===== src/sv/mrbp_pkg.sv =====
package mrbp_pkg;

    localparam int VALUE_BYTES = 4;

    localparam logic [7:0] PREAMBLE       = 8'hFE;
    localparam logic [4:0] VALUE_POS      = 5'd15;
    localparam logic [4:0] VALUE_END      = VALUE_POS + 5'(VALUE_BYTES);
    localparam logic [4:0] UNIT_POS       = 5'd19;
    localparam logic [7:0] UNIT_M3        = 8'h2C;
    localparam logic [7:0] UNIT_TENTH     = 8'h2B;
    localparam logic [7:0] UNIT_HUNDREDTH = 8'h2A;

    localparam int QUEUE_DEPTH = 4;
    localparam int QUEUE_AW    = $clog2(QUEUE_DEPTH);

    typedef struct packed {
        logic [7:0] rx_byte;
        logic       last_in_reply;
    } t_in_word;

    typedef struct packed {
        logic [27:0] flow_hundredths;
        logic [7:0]  unit_code;
        logic        unit_known;
    } t_out_word;

    typedef struct packed {
        logic [31:0] value_bytes;
        logic [7:0]  unit_code;
    } t_job;

    typedef enum logic [1:0] {
        SCALE_ONE,
        SCALE_TENTH,
        SCALE_HUNDREDTH
    } t_scale;

    function automatic logic [7:0] bcd_pair(input logic [7:0] b);
        logic [7:0] hi;
        hi = {4'd0, b[7:4]};
        return 8'((hi << 3) + (hi << 1) + {4'd0, b[3:0]});
    endfunction

endpackage


===== src/sv/mrbp_front.sv =====
module mrbp_front (
    input  logic                i_clk,
    input  logic                i_rst_n,
    input  logic                i_accept,
    input  mrbp_pkg::t_in_word  i_word,
    output logic                o_job_push,
    output mrbp_pkg::t_job      o_job
);

    logic        r_prev_was_preamble, n_prev_was_preamble;
    logic        r_in_frame, n_in_frame;
    logic [4:0]  r_byte_position, n_byte_position;
    logic [31:0] r_value_bytes, n_value_bytes;
    logic [4:0]  byte_offset;

    always_comb begin
        n_prev_was_preamble = r_prev_was_preamble;
        n_in_frame          = r_in_frame;
        n_byte_position     = r_byte_position;
        n_value_bytes       = r_value_bytes;
        o_job_push          = 1'b0;
        o_job.value_bytes   = r_value_bytes;
        o_job.unit_code     = i_word.rx_byte;
        byte_offset         = 5'd0;
        if (i_accept) begin
            if (!r_in_frame) begin
                if (r_prev_was_preamble && i_word.rx_byte != mrbp_pkg::PREAMBLE) begin
                    n_in_frame      = 1'b1;
                    n_byte_position = 5'd1;
                    n_value_bytes   = 32'd0;
                end
                n_prev_was_preamble = (i_word.rx_byte == mrbp_pkg::PREAMBLE);
            end else begin
                n_byte_position = r_byte_position + 5'd1;
                byte_offset     = n_byte_position - mrbp_pkg::VALUE_POS;
                if (n_byte_position >= mrbp_pkg::VALUE_POS &&
                    n_byte_position < mrbp_pkg::VALUE_END) begin
                    for (int b = 0; b < 4; b++) begin
                        if (byte_offset[1:0] == 2'(b)) begin
                            n_value_bytes[8*b +: 8] = i_word.rx_byte;
                        end
                    end
                end
                if (n_byte_position == mrbp_pkg::UNIT_POS) begin
                    o_job_push          = 1'b1;
                    n_prev_was_preamble = 1'b0;
                    n_in_frame          = 1'b0;
                    n_byte_position     = 5'd0;
                    n_value_bytes       = 32'd0;
                end
            end
            if (i_word.last_in_reply) begin
                n_prev_was_preamble = 1'b0;
                n_in_frame          = 1'b0;
                n_byte_position     = 5'd0;
                n_value_bytes       = 32'd0;
            end
        end
    end

    always_ff @(posedge i_clk) begin
        if (!i_rst_n) begin
            r_prev_was_preamble <= 1'b0;
            r_in_frame          <= 1'b0;
            r_byte_position     <= 5'd0;
            r_value_bytes       <= 32'd0;
        end else begin
            r_prev_was_preamble <= n_prev_was_preamble;
            r_in_frame          <= n_in_frame;
            r_byte_position     <= n_byte_position;
            r_value_bytes       <= n_value_bytes;
        end
    end

endmodule


===== src/sv/mrbp_jobq.sv =====
module mrbp_jobq (
    input  logic           i_clk,
    input  logic           i_rst_n,
    input  logic           i_push,
    input  mrbp_pkg::t_job i_job,
    output logic           o_full,
    input  logic           i_pop,
    output mrbp_pkg::t_job o_job,
    output logic           o_empty
);

    mrbp_pkg::t_job                r_mem [mrbp_pkg::QUEUE_DEPTH];
    logic [mrbp_pkg::QUEUE_AW-1:0] r_wr_ptr, r_rd_ptr;
    logic [mrbp_pkg::QUEUE_AW:0]   r_count;
    logic                          do_push, do_pop;

    assign o_full  = (r_count == (mrbp_pkg::QUEUE_AW+1)'(mrbp_pkg::QUEUE_DEPTH));
    assign o_empty = (r_count == '0);
    assign do_push = i_push && !o_full;
    assign do_pop  = i_pop && !o_empty;
    assign o_job   = r_mem[r_rd_ptr];

    always_ff @(posedge i_clk) begin
        if (do_push) begin
            r_mem[r_wr_ptr] <= i_job;
        end
    end

    always_ff @(posedge i_clk) begin
        if (!i_rst_n) begin
            r_wr_ptr <= '0;
            r_rd_ptr <= '0;
            r_count  <= '0;
        end else begin
            if (do_push) begin
                r_wr_ptr <= r_wr_ptr + 1'b1;
            end
            if (do_pop) begin
                r_rd_ptr <= r_rd_ptr + 1'b1;
            end
            if (do_push && !do_pop) begin
                r_count <= r_count + 1'b1;
            end else if (!do_push && do_pop) begin
                r_count <= r_count - 1'b1;
            end
        end
    end

endmodule


===== src/sv/mrbp_back.sv =====
module mrbp_back (
    input  logic                i_clk,
    input  logic                i_rst_n,
    input  logic                i_job_empty,
    input  mrbp_pkg::t_job      i_job,
    output logic                o_job_pop,
    output logic                o_empty,
    input  logic                i_pop,
    output mrbp_pkg::t_out_word o_word
);

    localparam logic [31:0] MAGIC_TENTH     = 32'hCCCCCCCD;
    localparam logic [31:0] MAGIC_HUNDREDTH = 32'h51EB851F;

    logic                 advance;
    logic                 r_v1, r_v2, r_v3, r_v4;
    logic [14:0]          r1_lo, r1_hi;
    mrbp_pkg::t_scale     r1_scale, r2_scale, r3_scale;
    logic [7:0]           r1_code, r2_code, r3_code;
    logic                 r1_known, r2_known, r3_known;
    logic [27:0]          r2_v, r3_v;
    logic [59:0]          r3_prod;
    mrbp_pkg::t_out_word  r4_word;
    mrbp_pkg::t_scale     job_scale;
    logic                 job_known;
    logic [27:0]          rounded;
    logic [31:0]          magic;
    logic [27:0]          quotient;

    mrbp_pkg::t_out_word               r_mem [mrbp_pkg::QUEUE_DEPTH];
    logic [mrbp_pkg::QUEUE_AW-1:0]     r_wr_ptr, r_rd_ptr;
    logic [mrbp_pkg::QUEUE_AW:0]       r_count;
    logic                              out_full, out_push, out_pop;

    assign out_full  = (r_count == (mrbp_pkg::QUEUE_AW+1)'(mrbp_pkg::QUEUE_DEPTH));
    assign advance   = !out_full;
    assign o_job_pop = advance && !i_job_empty;
    assign out_push  = advance && r_v4;
    assign o_empty   = (r_count == '0);
    assign out_pop   = i_pop && !o_empty;
    assign o_word    = r_mem[r_rd_ptr];

    always_comb begin
        job_scale = mrbp_pkg::SCALE_ONE;
        job_known = 1'b0;
        case (i_job.unit_code)
            mrbp_pkg::UNIT_M3: begin
                job_known = 1'b1;
            end
            mrbp_pkg::UNIT_TENTH: begin
                job_scale = mrbp_pkg::SCALE_TENTH;
                job_known = 1'b1;
            end
            mrbp_pkg::UNIT_HUNDREDTH: begin
                job_scale = mrbp_pkg::SCALE_HUNDREDTH;
                job_known = 1'b1;
            end
            default: begin
                job_scale = mrbp_pkg::SCALE_ONE;
            end
        endcase
    end

    always_comb begin
        rounded = r2_v;
        magic   = MAGIC_TENTH;
        case (r2_scale)
            mrbp_pkg::SCALE_TENTH: begin
                rounded = r2_v + 28'd5;
                magic   = MAGIC_TENTH;
            end
            mrbp_pkg::SCALE_HUNDREDTH: begin
                rounded = r2_v + 28'd50;
                magic   = MAGIC_HUNDREDTH;
            end
            default: begin
                rounded = r2_v;
            end
        endcase
    end

    always_comb begin
        case (r3_scale)
            mrbp_pkg::SCALE_TENTH:     quotient = 28'(r3_prod >> 35);
            mrbp_pkg::SCALE_HUNDREDTH: quotient = 28'(r3_prod >> 37);
            default:                   quotient = r3_v;
        endcase
    end

    always_ff @(posedge i_clk) begin
        if (advance) begin
            r1_lo    <= 15'(15'(mrbp_pkg::bcd_pair(i_job.value_bytes[15:8])) * 15'd100
                        + 15'(mrbp_pkg::bcd_pair(i_job.value_bytes[7:0])));
            r1_hi    <= 15'(15'(mrbp_pkg::bcd_pair(i_job.value_bytes[31:24])) * 15'd100
                        + 15'(mrbp_pkg::bcd_pair(i_job.value_bytes[23:16])));
            r1_scale <= job_scale;
            r1_code  <= i_job.unit_code;
            r1_known <= job_known;

            r2_v     <= 28'(28'(r1_hi) * 28'd10000 + 28'(r1_lo));
            r2_scale <= r1_scale;
            r2_code  <= r1_code;
            r2_known <= r1_known;

            r3_v     <= r2_v;
            r3_prod  <= 60'(rounded) * 60'(magic);
            r3_scale <= r2_scale;
            r3_code  <= r2_code;
            r3_known <= r2_known;

            r4_word.flow_hundredths <= quotient;
            r4_word.unit_code       <= r3_code;
            r4_word.unit_known      <= r3_known;
        end
    end

    always_ff @(posedge i_clk) begin
        if (!i_rst_n) begin
            r_v1 <= 1'b0;
            r_v2 <= 1'b0;
            r_v3 <= 1'b0;
            r_v4 <= 1'b0;
        end else if (advance) begin
            r_v1 <= o_job_pop;
            r_v2 <= r_v1;
            r_v3 <= r_v2;
            r_v4 <= r_v3;
        end
    end

    always_ff @(posedge i_clk) begin
        if (out_push) begin
            r_mem[r_wr_ptr] <= r4_word;
        end
    end

    always_ff @(posedge i_clk) begin
        if (!i_rst_n) begin
            r_wr_ptr <= '0;
            r_rd_ptr <= '0;
            r_count  <= '0;
        end else begin
            if (out_push) begin
                r_wr_ptr <= r_wr_ptr + 1'b1;
            end
            if (out_pop) begin
                r_rd_ptr <= r_rd_ptr + 1'b1;
            end
            if (out_push && !out_pop) begin
                r_count <= r_count + 1'b1;
            end else if (!out_push && out_pop) begin
                r_count <= r_count - 1'b1;
            end
        end
    end

endmodule


===== src/sv/meter_reply_bcd_reading_parser.sv =====
// Parses meter reply bytes, one word per clock, and returns the packed BCD flow reading
// in hundredths of a cubic meter together with its unit code. A word is taken every
// cycle while full is low; a reading goes from its unit byte through a four-word job
// queue and the four-stage conversion pipeline to the result side.
// Full rises only when results are left unpopped long enough to fill both queues.
module meter_reply_bcd_reading_parser (
    input  logic                i_clk,
    input  logic                i_rst_n,
    input  logic                push,
    output logic                full,
    input  mrbp_pkg::t_in_word  i_word,
    output logic                empty,
    input  logic                pop,
    output mrbp_pkg::t_out_word o_word
);

    logic           accept;
    logic           job_push, job_pop, job_empty;
    mrbp_pkg::t_job front_job, queued_job;

    assign accept = push && !full;

    mrbp_front u_front (
        .i_clk      (i_clk),
        .i_rst_n    (i_rst_n),
        .i_accept   (accept),
        .i_word     (i_word),
        .o_job_push (job_push),
        .o_job      (front_job)
    );

    mrbp_jobq u_jobq (
        .i_clk   (i_clk),
        .i_rst_n (i_rst_n),
        .i_push  (job_push),
        .i_job   (front_job),
        .o_full  (full),
        .i_pop   (job_pop),
        .o_job   (queued_job),
        .o_empty (job_empty)
    );

    mrbp_back u_back (
        .i_clk       (i_clk),
        .i_rst_n     (i_rst_n),
        .i_job_empty (job_empty),
        .i_job       (queued_job),
        .o_job_pop   (job_pop),
        .o_empty     (empty),
        .i_pop       (pop),
        .o_word      (o_word)
    );

endmodule

===== config.mk =====
export PLATFORM = sky130hd
export DESIGN_NAME = meter_reply_bcd_reading_parser
export DESIGN_NICKNAME = d
export VERILOG_FILES = /design/src/sv/mrbp_pkg.sv /design/src/sv/mrbp_front.sv /design/src/sv/mrbp_jobq.sv /design/src/sv/mrbp_back.sv /design/src/sv/meter_reply_bcd_reading_parser.sv
export SDC_FILE = /design/constraint.sdc
export NUM_CORES = 2
export LEC_CHECK = 0
export ABC_AREA = 0
export BUFFER_PORTS_ARGS = -buffer_cell sky130_fd_sc_hd__buf_2
export CAP_MARGIN = 10
export CORE_ASPECT_RATIO = 1.1
export CORE_MARGIN = 2
export CORE_UTILIZATION = 45
export CTS_CLUSTER_DIAMETER = 150
export DETAILED_ROUTE_END_ITERATION = 10
export PLACE_DENSITY_LB_ADDON = 0.08
export SLEW_MARGIN = 20
export SYNTH_ARGS = -nofsm -noshare
export SYNTH_HDL_FRONTEND = slang
export SYNTH_SLANG_ARGS = --single-unit
export TNS_END_PERCENT = 50

===== constraint.sdc =====
create_clock -name i_clk -period 9.3 [get_ports i_clk]
set_input_delay 1.86 -clock i_clk [delete_from_list [all_inputs] [get_ports i_clk]]
set_output_delay 1.86 -clock i_clk [all_outputs]
set_load 0.01 [all_outputs]

Word level (Yosys, flattened, before mapping)
Memory sizes are Yosys's and may differ from the RTL's. A register that Yosys moved wholly into a read port is not among the register bits.
Cells that the tools add are included.
- RAM bits: 308
- memories kept: 2
- input bits: 13
- register bits after elaboration: 273
- logic and storage cells: 159
- equal/unequal tests: 21
- order comparisons: 2
- reductions and logical operators: 33
- mux-type cells: 40
- multipliers: 4
- $add $sub $neg: 23
- memories (memory ; depth ; width ; rd ports ; clocked after memory_dff ; write ports ; line ; source):
    u_jobq.r_mem ; 4 ; 40 ; 1 ; 1 ; 1 ; mrbp_jobq.sv:12 ; mrbp_pkg::t_job r_mem [mrbp_pkg::QUEUE_DEPTH];
    u_back.r_mem ; 4 ; 37 ; 1 ; 1 ; 1 ; mrbp_back.sv:30 ; mrbp_pkg::t_out_word r_mem [mrbp_pkg::QUEUE_DEPTH];
- operator list (operator ; count):
    two-way mux 32 bit ; 6
    one-hot mux 28 bit (2 select lines) ; 2
    multiplier 28 x 32 -> 60 bit ; 1
    adder 7 x 5 -> 8 bit ; 4
    adder 8 x 4 -> 8 bit ; 4
    two-way mux 8 bit ; 4
    adder 15 x 8 -> 15 bit ; 2
    adder 28 x 15 -> 28 bit ; 1
    adder 28 x 3 -> 28 bit (second input constant) ; 1
    adder 28 x 6 -> 28 bit (second input constant) ; 1
    multiplier 8 x 5 -> 13 bit (second input constant) ; 2
    equality test 8 x 6 -> 1 bit (second input constant) ; 3
    multiplier 15 x 10 -> 24 bit (second input constant) ; 1
    two-way mux 5 bit ; 4
    != test 4 bit (second input constant) ; 5
    AND reduction 4 bit ; 4
    two-way mux 1 bit ; 15
    logical AND 1 bit ; 12
    two-way mux 3 bit ; 4
    adder 2 x 1 -> 2 bit (second input constant) ; 4
    equality test 2 bit (second input constant) ; 4
    equality test 8 bit (second input constant) ; 1
    logical NOT 1 bit ; 8
    two-way mux 2 bit ; 4
    other kinds (18) ; 26

Longest topological paths before layout
- depth after elaboration: 10
- mapped depth: 37
- gate-level depth less buffers: 34

By module
Synthesis repeated with hierarchy kept, for this count alone.
- cells, all modules: 3922
- area total of the unflattened synthesis: 46363.2 um^2
- by module, submodules not included (module ; instances ; area an instance (um^2) ; cells an instance):
    mrbp_back ; 1 ; 38304.2 ; 3488
    mrbp_jobq ; 1 ; 6306.0 ; 257
    mrbp_front ; 1 ; 1739.2 ; 176
    meter_reply_bcd_reading_parser ; 1 ; 13.8 ; 1

Least setup slack after synthesis
No wires, ideal clock.
- kind: register -> register
- start: register u_back.r2_v[10]
- end: register u_back.r3_prod[54] (data pin)
- required time: 9.033 ns
- cell stages (with the launch flop): 33
- path slack: 0.840 ns
- clock period less this slack: 8.460 ns
- arrival: 8.193 ns
- cell sequence: edfxtp_1 -> buf_2 -> nand4_2 -> or4_1 -> clkbuf_1 -> or2_4 -> nor2_1 -> xor2_1 -> a21oi_1 -> o21ai_2 -> nand2_1 -> inv_1 -> fa_1 -> inv_1 -> fa_1 -> fa_1 -> inv_1 -> fa_1 -> fa_1 -> fa_1 -> inv_1 -> fa_1 -> inv_1 -> ha_1 -> a21oi_1 -> o21ai_0 -> o2111a_1 -> a2111oi_0 -> a2bb2oi_1 -> o21ai_0 -> nor2_1 -> o21bai_1 -> xor2_1
- word-level cells in the longest chain between the ends: 3
- elaborated cells on any way between the ends: 4
- ends and longest elaborated chain (element ; line ; source):
    start, declared ; mrbp_back.sv:21 ; logic [27:0] r2_v, r3_v;
    start signal, assigned ; mrbp_back.sv:100 ; r2_v <= 28'(28'(r1_hi) * 28'd10000 + 28'(r1_lo));
    adder 28 x 6 -> 28 bit / adder 28 x 3 -> 28 bit (equally long branches) ; mrbp_back.sv:73, mrbp_back.sv:69 ;
    one-hot mux 28 bit (2 select lines) (*) ; mrbp_back.sv:67 ; case (r2_scale)
    multiplier 28 x 32 -> 60 bit (*) ; mrbp_back.sv:106 ; r3_prod <= 60'(rounded) * 60'(magic);
    end signal, assigned ; mrbp_back.sv:106 ;
    end, declared ; mrbp_back.sv:22 ; logic [59:0] r3_prod;
Every way passes the cells marked *; elsewhere a longest branch is shown, timed or not.
A chain may end at the register's enable or synchronous reset.

Final worst setup path
- start: register u_back.r2_v[1]
- end: register u_back.r3_prod[49] (data pin)
Same word-level chain as after synthesis.

==> impl_metrics.yaml <==
cells_and_area:
  nNetsFinal: 5212
  layout_cells_sized_above_1_pct: 10.0
  antenna-diode-count: 0
  finish.cell_count_without_fillers: 5552
  synthToLayoutAreaGrowth_pct: 10.6
  final.fill_count: 9304
  multi_input_comb_area_um2: 26700
  register_area_um2: 15900
global_routing:
  global_route.overflow_total: 0
  grt_max_degree: 97
  first_global_vias: 30300
  antenna_violations_before_repair: 0
  grt_pass1_wl_um: 179000
  grtUsageTotal_pct: 22.5
die:
  io-pin-count: 52
  die_x_um: 310
  die_height_um: 341
  placement_rows: 123
  die_area_um2: 106000
  initial_utilization_pct: 45.4
  core_area_um2: 102000
detailed_routing:
  wl_per_cell_um: 20.6
  route.detailed.vias_per_inst: 5.08
  detail_route.first_pass.iterations: 6
  drc: 0
  drt_iter0_markers: 1541
  ant_nets: 0
  wl_um: 114000
  num_vias: 28200
flow_run:
  max-cap-violations: 0
logic_synthesis:
  synth-main-ff-cell: "sky130_fd_sc_hd__edfxtp_1"
  number_of_distinct_standard_cells_referenced_by_the_synthesized_netlist: 79
  async_reset_ff_share_pct: 0
  synth_sequential_area_ratio_pct: 34.2
  post_synthesis_cells: 3957
  syn_avg_cell_area_um2: 11.7
  synthesized_flop_and_latch_total: 550
  synth_edf_count: 489
  synthesis.yosys.warnings: 0
  netlist_area_um2: 46500
worst_setup_path:
  cell_depth_of_the_worst_flop_to_flop_path: 32
  cp_slowest_cell: "sky130_fd_sc_hd__fa_1"
  rr_endpoint: "u_back.r3_prod[49]"
  timing.setup.critical_path_class: "flip-flop to flip-flop"
  worst_path_largest_cell_delay_ns: 0.55
  timing.rr.start: "u_back.r2_v[1]"
  cp_max_fo: 4
  timing.reg2reg.setup_slack_ns: 0.29
  crit_required_ns: 9.65
  sort_of_element_at_the_start_of_the_critical_path: "flip-flop"
  cp.arrival_ns: 9.36
  kind_of_end_point_of_the_critical_path: "flip-flop"
  cp_common_cell: "sky130_fd_sc_hd__fa_1"
timing:
  slew_headroom_pct: 36.1
  post_route_worst_setup_slack_ns: 0.287
  setup_viol: 0
  worst_clock_skew_ns: 0.0269
  maximum_achievable_frequency_mhz: 111
  period_needed_ns: 9.01
  period_share_pct: 96.9
  hold_viol_final: 0
  timing_max_transition_violations_final: 0
  timing_worst_slew_pin_value_ns: 0.959
clock_network:
  holdBufCountCts: 0
  cts_max_level: 2
  tritoncts: "done"
  clock-sinks: 550
  cts_inserted_buffers: 57
  path_clk_slew_ns: 0.06
  max-clock-path-buffers: 3
  clkLatencyLatePin_ns: 0.62
  clock_tree.root_cell: "sky130_fd_sc_hd__clkbuf_16"
placement:
  dp_worst_setup_slack_ns: -0.532
  place.detailed.hpwl_um: 95400
  place.gp.congestion: 0.938
  numPortBuffers: 51
  placed_cells: 5436
min_path:
  hold_path.startpoint: "u_back.r1_known"
  whs_endpoint: "u_back.r2_known"
  timing.hold.worst.class: "flip-flop to flip-flop"
  hold_depth: 0
outcome:
  outcome: "complete, no violations"
[what timing repair did]
action / in CTS / in global routing
resized for setup: 6 / 34
pin swaps: 1 / 5
buffers inserted: 3 / 6
setup endpoints to repair: 11 / 19
[placed cells by master (no fill, tap or decap), types with 10 or more instances in the layout]
cell type and n:
sky130_fd_sc_hd__mux2i_1 41, sky130_fd_sc_hd__o21ai_0 96, sky130_fd_sc_hd__ha_1 519, sky130_fd_sc_hd__nor2_1 119, sky130_fd_sc_hd__and2_1 29, sky130_fd_sc_hd__conb_1 11
sky130_fd_sc_hd__nand2_1 146, sky130_fd_sc_hd__a21oi_1 121, sky130_fd_sc_hd__xor2_1 39, sky130_fd_sc_hd__dfxtp_1 57, sky130_fd_sc_hd__edfxtp_1 489, sky130_fd_sc_hd__o21a_1 24
sky130_fd_sc_hd__buf_4 138, sky130_fd_sc_hd__nor3_1 22, sky130_fd_sc_hd__o21bai_1 19, sky130_fd_sc_hd__clkbuf_1 16, sky130_fd_sc_hd__clkbuf_16 60, sky130_fd_sc_hd__o21ai_1 13
sky130_fd_sc_hd__nor2b_1 64, sky130_fd_sc_hd__fa_1 550, sky130_fd_sc_hd__a22oi_1 35, sky130_fd_sc_hd__nand4_1 28, sky130_fd_sc_hd__a21o_1 60, sky130_fd_sc_hd__inv_1 986
sky130_fd_sc_hd__mux4_2 77, sky130_fd_sc_hd__nand3_1 32, sky130_fd_sc_hd__clkinv_1 10, sky130_fd_sc_hd__xnor2_1 82, sky130_fd_sc_hd__nand2b_1 23, sky130_fd_sc_hd__buf_2 51
[logic make-up (layout without fill, tap and decap cells)]
family	count (synthesis)	after routing	synth area share [%]
buffers and inverters	1082	1293	8.77
adders and majority gates	1070	1070	37.7
DFF	550	550	34.2
and+or+nand+nor	539	539	5.82
AOI/OAI and AO/OA	474	474	6.54
xor gates and xnor gates	122	122	2.32
muxes	118	118	4.62
other	2	11	0.0162
[per-layer routing]
metal / GRT usage (%) / routed length [um]
met3: 2.75 / 4480
met1: 28.1 / 46500
met4: 9.06 / 5200
met5: 0 / 0
met2: 39.6 / 58100
[Yosys cell counts (all sizes together) (10+ instances only)]
master | number | area share [%]
xnor2 | 82 | 1.5
nor2 | 123 | 0.99
nand2 | 147 | 1.2
dfxtp | 61 | 2.6
mux2i | 41 | 0.88
a21oi | 128 | 1.4
nand2b | 23 | 0.31
or2 | 11 | 0.15
and2 | 37 | 0.50
buf | 25 | 0.23
nor2b | 64 | 0.86
xor2 | 40 | 0.77
nor3 | 23 | 0.26
mux4 | 77 | 3.7
inv | 994 | 8.0
a22oi | 36 | 0.59
clkbuf | 62 | 0.50
fa | 550 | 24
o21bai | 19 | 0.31
a21o | 60 | 0.97
ha | 520 | 14
nor4 | 11 | 0.18
nand3 | 32 | 0.34
edfxtp | 489 | 32
o21ai | 112 | 1.2
nand4 | 29 | 0.40
a31oi | 10 | 0.13
o21a | 24 | 0.39
[worst max path at each step]
stage / from / end / slack [ns] / depth (start not counted)
floorplan: u_back.r2_v[10] / u_back.r3_prod[54] / 0.84 / 32
global placement: u_back.r2_v[1] / u_back.r3_prod[54] / -0.42 / 32
detailed placement: u_back.r2_v[1] / u_back.r3_prod[54] / -0.53 / 32
CTS: u_back.r2_v[2] / u_back.r3_prod[54] / 0.007 / 32
global route: u_back.r2_v[1] / u_back.r3_prod[56] / -0.07 / 33
finish: u_back.r2_v[1] / u_back.r3_prod[49] / 0.29 / 32
[registers in the layout, summed over array words and instances (netlist names), 2 cells and up, named ones only]
name,cells
u_back.r3_code,8
u_back.r_wr_ptr,2
u_back.r4_word,37
u_front.r_value_bytes,32
u_back.r1_hi,15
u_front.r_byte_position,5
u_back.r2_v,28
u_back.r1_lo,15
u_jobq.r_wr_ptr,2
u_back.r2_scale,2
u_jobq.r_mem,160
u_back.r3_prod,25
u_back.r1_scale,2
u_back.r1_code,8
u_back.r_mem,148
u_jobq.r_rd_ptr,2
u_back.r_rd_ptr,2
u_back.r2_code,8
u_back.r3_scale,2
u_jobq.r_count,3
u_back.r3_v,28
u_back.r_count,3
[final cells by class]
cell class / instances / share of cell area, %
clock inverters: 28 / 0.689
inverters: 995 / 7.29
repair buffers: 191 / 2.57
clock buffers: 79 / 3.12
flip-flops and latches: 550 / 31.0
well taps: 1375 / 3.35
multi-input cells: 2334 / 52.0
[stage by stage]
stage | util (%) | hold slack [ns] | cell area, um^2 | setup TNS (ns)
2_1_floorplan | - | 0.400 | 46500 | 0
3_3_place_gp | 48.0 | 0.401 | 49200 | -3.11
3_5_place_dp | 48.0 | 0.405 | 49200 | -4.14
4_1_cts | 50.0 | 0.419 | 51200 | 0
5_1_grt | 50.2 | 0.424 | 51400 | -0.108
6_report | 50.2 | 0.417 | 51400 | 0
[critical path: cells and delay by family, from the launching register on]
family                     cells  cell delay (ns)
AOI/OAI and AO/OA             10             2.36
xor gates and xnor gates       1             0.16
and+or+nand+nor                6             1.42
adders and majority gates      8             3.58
buffers and inverters          7             0.83
DFF                            1             0.41
Power is not shown: default switching activity piles up to over one toggle a cycle in this logic, so the estimate is an artifact.
